File: config.mk
export PLATFORM = sky130hd
export DESIGN_NAME = simon_32_64_block_cipher
export DESIGN_NICKNAME = d
export VERILOG_FILES = /design/src/hw/rtl/simon_pkg.sv /design/src/hw/rtl/simon_32_64_block_cipher.sv
export VERILOG_INCLUDE_DIRS = /design/src /design/src/hw/rtl
export SDC_FILE = /design/constraint.sdc
export NUM_CORES = 1
export LEC_CHECK = 0
export ABC_CLOCK_PERIOD_IN_PS = 6400
export BUFFER_PORTS_ARGS = -buffer_cell sky130_fd_sc_hd__buf_4
export CAP_MARGIN = 20
export CORE_ASPECT_RATIO = 0.5
export CORE_MARGIN = 1.5
export CORE_UTILIZATION = 62
export DETAILED_ROUTE_END_ITERATION = 7
export HOLD_SLACK_MARGIN = 0.15
export PLACE_DENSITY = 0.79
export SKIP_LAST_GASP = 1
export SLEW_MARGIN = 15
export SYNTH_ARGS = -nofsm -noshare
export SYNTH_HDL_FRONTEND = slang
export SYNTH_SLANG_ARGS = --single-unit
File: constraint.sdc
create_clock -name aclk -period 6.4 [get_ports aclk]
set_input_delay 0.64 -clock aclk [delete_from_list [all_inputs] [get_ports aclk]]
set_output_delay 0.64 -clock aclk [all_outputs]
set_load 0.02 [all_outputs]
File: src/hw/rtl/simon_32_64_block_cipher_assert.svh
// Assertion macros for the Simon 32/64 cipher core.
// No dependencies; included by simon_32_64_block_cipher.sv.
`ifndef SIMON_32_64_BLOCK_CIPHER_ASSERT_SVH
`define SIMON_32_64_BLOCK_CIPHER_ASSERT_SVH
`ifndef SYNTHESIS
`define SIMON_ASSERT(lbl, prop) \
    lbl: assert property (@(posedge aclk) disable iff (!aresetn) prop) \
        else $error("simon core assertion failed");
`define SIMON_ASSERT_ALWAYS(lbl, prop) \
    lbl: assert property (@(posedge aclk) prop) \
        else $error("simon core assertion failed");
`else
`define SIMON_ASSERT(lbl, prop)
`define SIMON_ASSERT_ALWAYS(lbl, prop)
`endif
`endif

File: src/hw/rtl/simon_pkg.sv
// Types, constants and round functions for the Simon 32/64 cipher core.
// No dependencies.
package simon_pkg;

    localparam int WORD_BITS    = 16;
    localparam int ROUNDS       = 32;
    localparam int RND_IDX_BITS = 5;
    localparam int CFG_IDX_BITS = 2;

    typedef logic [WORD_BITS-1:0]    word_t;
    typedef logic [RND_IDX_BITS-1:0] rnd_idx_t;
    typedef logic [CFG_IDX_BITS-1:0] cfg_idx_t;

    localparam cfg_idx_t KEY_IDX_0 = 2'd0;
    localparam cfg_idx_t KEY_IDX_1 = 2'd1;
    localparam cfg_idx_t KEY_IDX_2 = 2'd2;
    localparam cfg_idx_t KEY_IDX_3 = 2'd3;

    localparam logic [61:0] Z0_SEQ      = 62'h19C3522FB386A45F;
    localparam word_t       ROUND_CONST = 16'h0003;
    localparam rnd_idx_t    LAST_RND    = 5'd31;

    function automatic word_t round_f(input word_t x);
        word_t r1;
        word_t r8;
        word_t r2;
        r1 = {x[14:0], x[15]};
        r8 = {x[7:0], x[15:8]};
        r2 = {x[13:0], x[15:14]};
        return (r1 & r8) ^ r2;
    endfunction

    // k[i] from k[i-4], k[i-3], k[i-1] and z0 bit
    function automatic word_t key_next(input word_t km4, input word_t km3,
                                       input word_t km1, input logic zb);
        word_t t;
        t = {km1[2:0], km1[15:3]} ^ km3;
        t = t ^ {t[0], t[15:1]};
        return ~km4 ^ t ^ {{(WORD_BITS-1){1'b0}}, zb} ^ ROUND_CONST;
    endfunction

endpackage

File: src/hw/rtl/simon_32_64_block_cipher.sv
// Simon 32/64 block cipher core: key expansion into a round key memory and
// a one-round-per-cycle Feistel datapath. Depends on simon_pkg and
// simon_32_64_block_cipher_assert.svh.
//
//  channel  direction  signals                                     transfer
//  s_       in         s_cmd, s_block_upper, s_block_lower         s_valid & s_ready
//  m_       out        m_result_upper, m_result_lower              m_valid & m_ready
//  cfg_     in         cfg_addr, cfg_wr_data                       cfg_wr_en
//
// An item is accepted, then runs 32 rounds with one round key memory read per
// round; the result lands in an output register.
// After reset or a key write, key expansion (window load, then one round key
// written per cycle) runs before s_ready rises.
// A stalled output holds the last round until the output register frees.
`include "simon_32_64_block_cipher_assert.svh"

module simon_32_64_block_cipher (
    input  logic                  aclk,
    input  logic                  aresetn,
    input  logic                  cfg_wr_en,
    input  simon_pkg::cfg_idx_t   cfg_addr,
    input  simon_pkg::word_t      cfg_wr_data,
    input  logic                  s_valid,
    output logic                  s_ready,
    input  logic                  s_cmd,
    input  simon_pkg::word_t      s_block_upper,
    input  simon_pkg::word_t      s_block_lower,
    output logic                  m_valid,
    input  logic                  m_ready,
    output simon_pkg::word_t      m_result_upper,
    output simon_pkg::word_t      m_result_lower
);
    import simon_pkg::*;

    typedef enum logic [2:0] {
        ST_IDLE   = 3'b001,
        ST_EXPAND = 3'b010,
        ST_RUN    = 3'b100
    } state_t;

    state_t   state_reg, state_next;
    rnd_idx_t cnt_reg, cnt_next;
    logic     keys_ready_reg, keys_ready_next;
    logic     cmd_reg, cmd_next;
    logic     m_valid_reg, m_valid_next;

    word_t key_reg [4];
    word_t win_reg [4];
    word_t win_next [4];
    word_t x_reg, x_next, y_reg, y_next;
    word_t out_x_reg, out_x_next, out_y_reg, out_y_next;

    word_t    rk_mem [ROUNDS];
    word_t    rk_rdata;
    rnd_idx_t rd_addr;
    logic     mem_we;

    logic     out_free;
    logic     advance;
    logic     last_rnd;
    rnd_idx_t rnd_sel;
    word_t    fx, fy;

    assign out_free = !m_valid_reg || m_ready;
    assign last_rnd = (cnt_reg == LAST_RND);
    assign advance  = !last_rnd || out_free;
    assign mem_we   = (state_reg == ST_EXPAND);
    assign fx       = round_f(x_reg);
    assign fy       = round_f(y_reg);

    always_ff @(posedge aclk) begin
        if (mem_we) begin
            rk_mem[cnt_reg] <= win_reg[0];
        end
        rk_rdata <= rk_mem[rd_addr];
    end

    always_comb begin
        rnd_sel = advance ? cnt_reg + 5'd1 : cnt_reg;
        case (state_reg)
            ST_IDLE: rd_addr = {RND_IDX_BITS{s_cmd}};
            ST_RUN:  rd_addr = rnd_sel ^ {RND_IDX_BITS{cmd_reg}};
            default: rd_addr = '0;
        endcase
    end

    always_ff @(posedge aclk) begin
        if (!aresetn) begin
            key_reg[0] <= '0;
            key_reg[1] <= '0;
            key_reg[2] <= '0;
            key_reg[3] <= '0;
        end else if (cfg_wr_en) begin
            case (cfg_addr)
                KEY_IDX_0: key_reg[0] <= cfg_wr_data;
                KEY_IDX_1: key_reg[1] <= cfg_wr_data;
                KEY_IDX_2: key_reg[2] <= cfg_wr_data;
                KEY_IDX_3: key_reg[3] <= cfg_wr_data;
                default: key_reg[0] <= key_reg[0];
            endcase
        end
    end

    always_comb begin
        state_next      = state_reg;
        cnt_next        = cnt_reg;
        keys_ready_next = keys_ready_reg;
        cmd_next        = cmd_reg;
        m_valid_next    = m_valid_reg && !m_ready;
        win_next        = win_reg;
        x_next          = x_reg;
        y_next          = y_reg;
        out_x_next      = out_x_reg;
        out_y_next      = out_y_reg;
        s_ready         = 1'b0;
        case (state_reg)
            ST_IDLE: begin
                s_ready = keys_ready_reg;
                if (!keys_ready_reg && !cfg_wr_en) begin
                    win_next   = key_reg;
                    cnt_next   = '0;
                    state_next = ST_EXPAND;
                end else if (s_valid && keys_ready_reg) begin
                    cmd_next   = s_cmd;
                    x_next     = s_block_upper;
                    y_next     = s_block_lower;
                    cnt_next   = '0;
                    state_next = ST_RUN;
                end
            end
            ST_EXPAND: begin
                win_next[0] = win_reg[1];
                win_next[1] = win_reg[2];
                win_next[2] = win_reg[3];
                win_next[3] = key_next(win_reg[0], win_reg[1], win_reg[3],
                                       Z0_SEQ[{1'b0, cnt_reg}]);
                cnt_next    = cnt_reg + 5'd1;
                if (last_rnd) begin
                    keys_ready_next = 1'b1;
                    state_next      = ST_IDLE;
                end
            end
            ST_RUN: begin
                if (advance) begin
                    if (!cmd_reg) begin
                        x_next = y_reg ^ fx ^ rk_rdata;
                        y_next = x_reg;
                    end else begin
                        y_next = x_reg ^ fy ^ rk_rdata;
                        x_next = y_reg;
                    end
                    cnt_next = cnt_reg + 5'd1;
                    if (last_rnd) begin
                        out_x_next   = x_next;
                        out_y_next   = y_next;
                        m_valid_next = 1'b1;
                        state_next   = ST_IDLE;
                    end
                end
            end
            default: state_next = ST_IDLE;
        endcase
        if (cfg_wr_en) begin
            keys_ready_next = 1'b0;
            if (state_reg == ST_EXPAND) begin
                state_next = ST_IDLE;
            end
        end
    end

    always_ff @(posedge aclk) begin
        if (!aresetn) begin
            state_reg      <= ST_IDLE;
            cnt_reg        <= '0;
            keys_ready_reg <= 1'b0;
            m_valid_reg    <= 1'b0;
        end else begin
            state_reg      <= state_next;
            cnt_reg        <= cnt_next;
            keys_ready_reg <= keys_ready_next;
            m_valid_reg    <= m_valid_next;
        end
    end

    always_ff @(posedge aclk) begin
        cmd_reg   <= cmd_next;
        win_reg   <= win_next;
        x_reg     <= x_next;
        y_reg     <= y_next;
        out_x_reg <= out_x_next;
        out_y_reg <= out_y_next;
    end

    assign m_valid        = m_valid_reg;
    assign m_result_upper = out_x_reg;
    assign m_result_lower = out_y_reg;

    `SIMON_ASSERT(a_accept_starts_run,
        (s_valid && s_ready) |=> (state_reg == ST_RUN && cnt_reg == '0))
    `SIMON_ASSERT(a_expand_sets_ready,
        (state_reg == ST_EXPAND && cnt_reg == LAST_RND && !cfg_wr_en) |=> keys_ready_reg)
    `SIMON_ASSERT(a_last_round_delivers,
        (state_reg == ST_RUN && cnt_reg == LAST_RND && out_free)
            |=> (m_valid_reg && state_reg == ST_IDLE))
    `SIMON_ASSERT_ALWAYS(a_no_accept_without_keys,
        (s_ready && aresetn) |-> (keys_ready_reg && state_reg == ST_IDLE))

endmodule
==> qor.csv <==
metric;value;unit
start_util;0.634;
yosysWarnings;0;
hold_path_class;primary input to flip-flop;
p_total;10.0;mW
clock-sinks;732;
cts_tree;built;
switching_power;2.32;mW
layout.nets;2597;
setup_viol;0;
outcome;finished clean;
hpwl;52100;µm
diodes;0;
crit_slowest_cell;nor2_4;
cts-buffers-inserted;61;
clkSlewWorstSetupHoldPaths;70;ps
grt_use_total;0.323;
ys_ff_latch;732;
fillCellCount;3295;
wl_per_cell;26.0;µm
critPathRequiredTime;6920;ps
top_layer;met4;
postCtsSetupBuffers;0;
wl_met3;12400;µm
wl_met1;33100;µm
p_int;7.68;mW
insertion_delay;640;ps
share_seq_of_total_power;0.540;
path_max_fanout;36;
worst_pin_slew;1170;ps
portBuffers;89;
routed-via-count;21300;
cp-end-kind;flip-flop;
pin_count;90;
die_h;161;µm
crit_chain;ha_1 > and3_1 > ha_1 > nand3b_2 > a21oi_1 > o22ai_1 > buf_4 > nor2_4 > buf_4 > a211oi_1 > o31ai_1 > a22oi_1;
area_growth;11.7;%
synthXorXnorAreaFrac;0.0445;
fin_crit;4970;ps
cts_root_buf;clkbuf_16;
synth_top_family_by_area;simple AND/OR/NAND/NOR gates;
netlist_area;31100;µm²
syn-instance-count;2453;
yosysTopAreaCell;edfxtp_1;
power.leakage;11.8;nW
clockBufferDepth;3;
fp-row-count;57;
ys_seq_area_frac;0.677;
gp_congestion;0.950;
wl_met2;36700;µm
async_flop_share;0;
finalCritPeriodShare;0.776;
final_antenna_net_count;0;
synth.most_common_cell;edfxtp_1;
drv_cap;0;
die-area;51600;µm²
fin_tns_setup;0;ps
grt_pass1_vias;20100;
ir_drop;217;µV
critPathArrivalTime;5490;ps
synth_fa_ha_area_frac;0.00322;
startpoint_type;flip-flop;
ys_types;77;
cts_resized;0;
grt_max_degree;81;
slowest_delay;800;ps
grt_pass1_wl;125000;µm
drtIter0Drc;3269;
core_area;49100;µm²
power_density;288;nW/µm²
synthMuxAreaShare;0.0140;
drtPass1Iterations;6;
synth.top_cell.area_share;0.619;
gr-total-overflow;0;
p_comb_frac;0.083;
wl;84100;µm
synth_edf_count;641;
max_clock_freq;201;MHz
syn-num-nets;2517;
clock_skew;44.7;ps
crit_type;flip-flop to flip-flop;
slew_headroom;0.216;
synthTopCellsByCount;edfxtp_1 (641), nand2_1 (536), nor2_1 (160), xnor2_1 (115), dfxtp_1 (91);
r2r_slack;1430;ps
synth_compound_area_frac;0.107;
syn_area_per_cell;12.7;µm²
antenna_found_initial;1;
final-max-slew-violation-count;0;
cts.htree.levels;2;
vias_per_cell;6.58;
holdBufCountCts;0;
hold_violations;0;
rsz0062_at_grt;no;
largest_reg_flops;512;
synth_area_leaders;edfxtp_1 (62%), nand2_1 (6.5%), dfxtp_1 (5.9%);
yosys.area_share.simple;0.130;
p_sw_frac;0.232;
p_clk_frac;0.377;
synth_flop_cell;edfxtp_1;
drc_errors;0;
drive_gt1_frac;0.126;
die_x;320;µm
==> metrics by stage <==
step	hold WS, ps	cells	area (µm²)	util	setup WS [ps]
finish	245	3232	34800	0.708	1430
global route	217	3232	34800	0.708	1290
CTS	220	3221	34600	0.705	1660
detailed placement	458	3108	32600	0.664	1660
global placement	451	3103	32500	0.663	1770
floorplan	444	2453	31100	-	1750
==> worst paths after layout <==
path | from | end | depth (start not counted)
max | cnt_reg[1] | rk_rdata[11] | 12
min reg2reg | key_reg[40] | key_reg[40] | 2
max reg2reg | cnt_reg[1] | rk_rdata[11] | 12
min | s_cmd | cmd_reg | 1
==> power groups by stage <==
stage | clock network [mW] | registers [mW] | logic [mW]
final | 3.77 | 5.40 | 0.828
after global routing | 3.98 | 5.41 | 0.875
after CTS | 3.79 | 5.43 | 0.769
after detailed placement | 0 | 5.53 | 0.762
after global placement | 0 | 5.54 | 0.733
after floorplan | 0 | 5.49 | 0.480
==> per-layer routing <==
layer,GRT usage,vias to the layer above
met4,0.0658,0
met3,0.103,166
li1,-,9278
met2,0.483,1551
met5,0,-
met1,0.469,10300
==> critical path: cells and delay by family, from the launching register on <==
family,cells,cell delay (ps)
flops,1,540
compound gates,5,1550
buf+inv,2,800
fa+ha+maj,2,660
simple gates,3,1280
==> cell usage in the layout, fill, tap and decap left out, types with 34 or more instances in the layout <==
cell type,count
a211oi_1,72
a21boi_0,74
a21oi_1,43
a22oi_1,34
and3_1,37
buf_4,159
clkbuf_16,64
dfxtp_1,91
edfxtp_1,641
nand2_1,535
nor2_1,143
nor3_1,45
nor4_1,56
o21ai_0,34
xnor2_1,115
xor2_1,35
==> cell families (layout without fill, tap and decap cells) <==
group,count (synthesis),in the layout
AO/OA/AOI/OAI,441,441
multiplexers,38,38
buffers and inverters,165,295
AND/OR/NAND/NOR,916,916
adder cells (fa/ha/maj),8,8
flip-flops,732,732
XOR/XNOR,153,153
==> cell type report <==
| class | instances | area [µm²] | area share |
|---|---|---|---|
| clock buffer | 94 | 1780 | 0.0513 |
| clock inverter | 19 | 206 | 0.00594 |
| inverter | 6 | 22.5 | 0.000648 |
| multi-input combinational | 1556 | 9410 | 0.271 |
| sequential | 732 | 21100 | 0.606 |
| tap | 649 | 812 | 0.0234 |
| timing repair buffer | 176 | 1450 | 0.0417 |
Power figures use the tool's default switching activity.
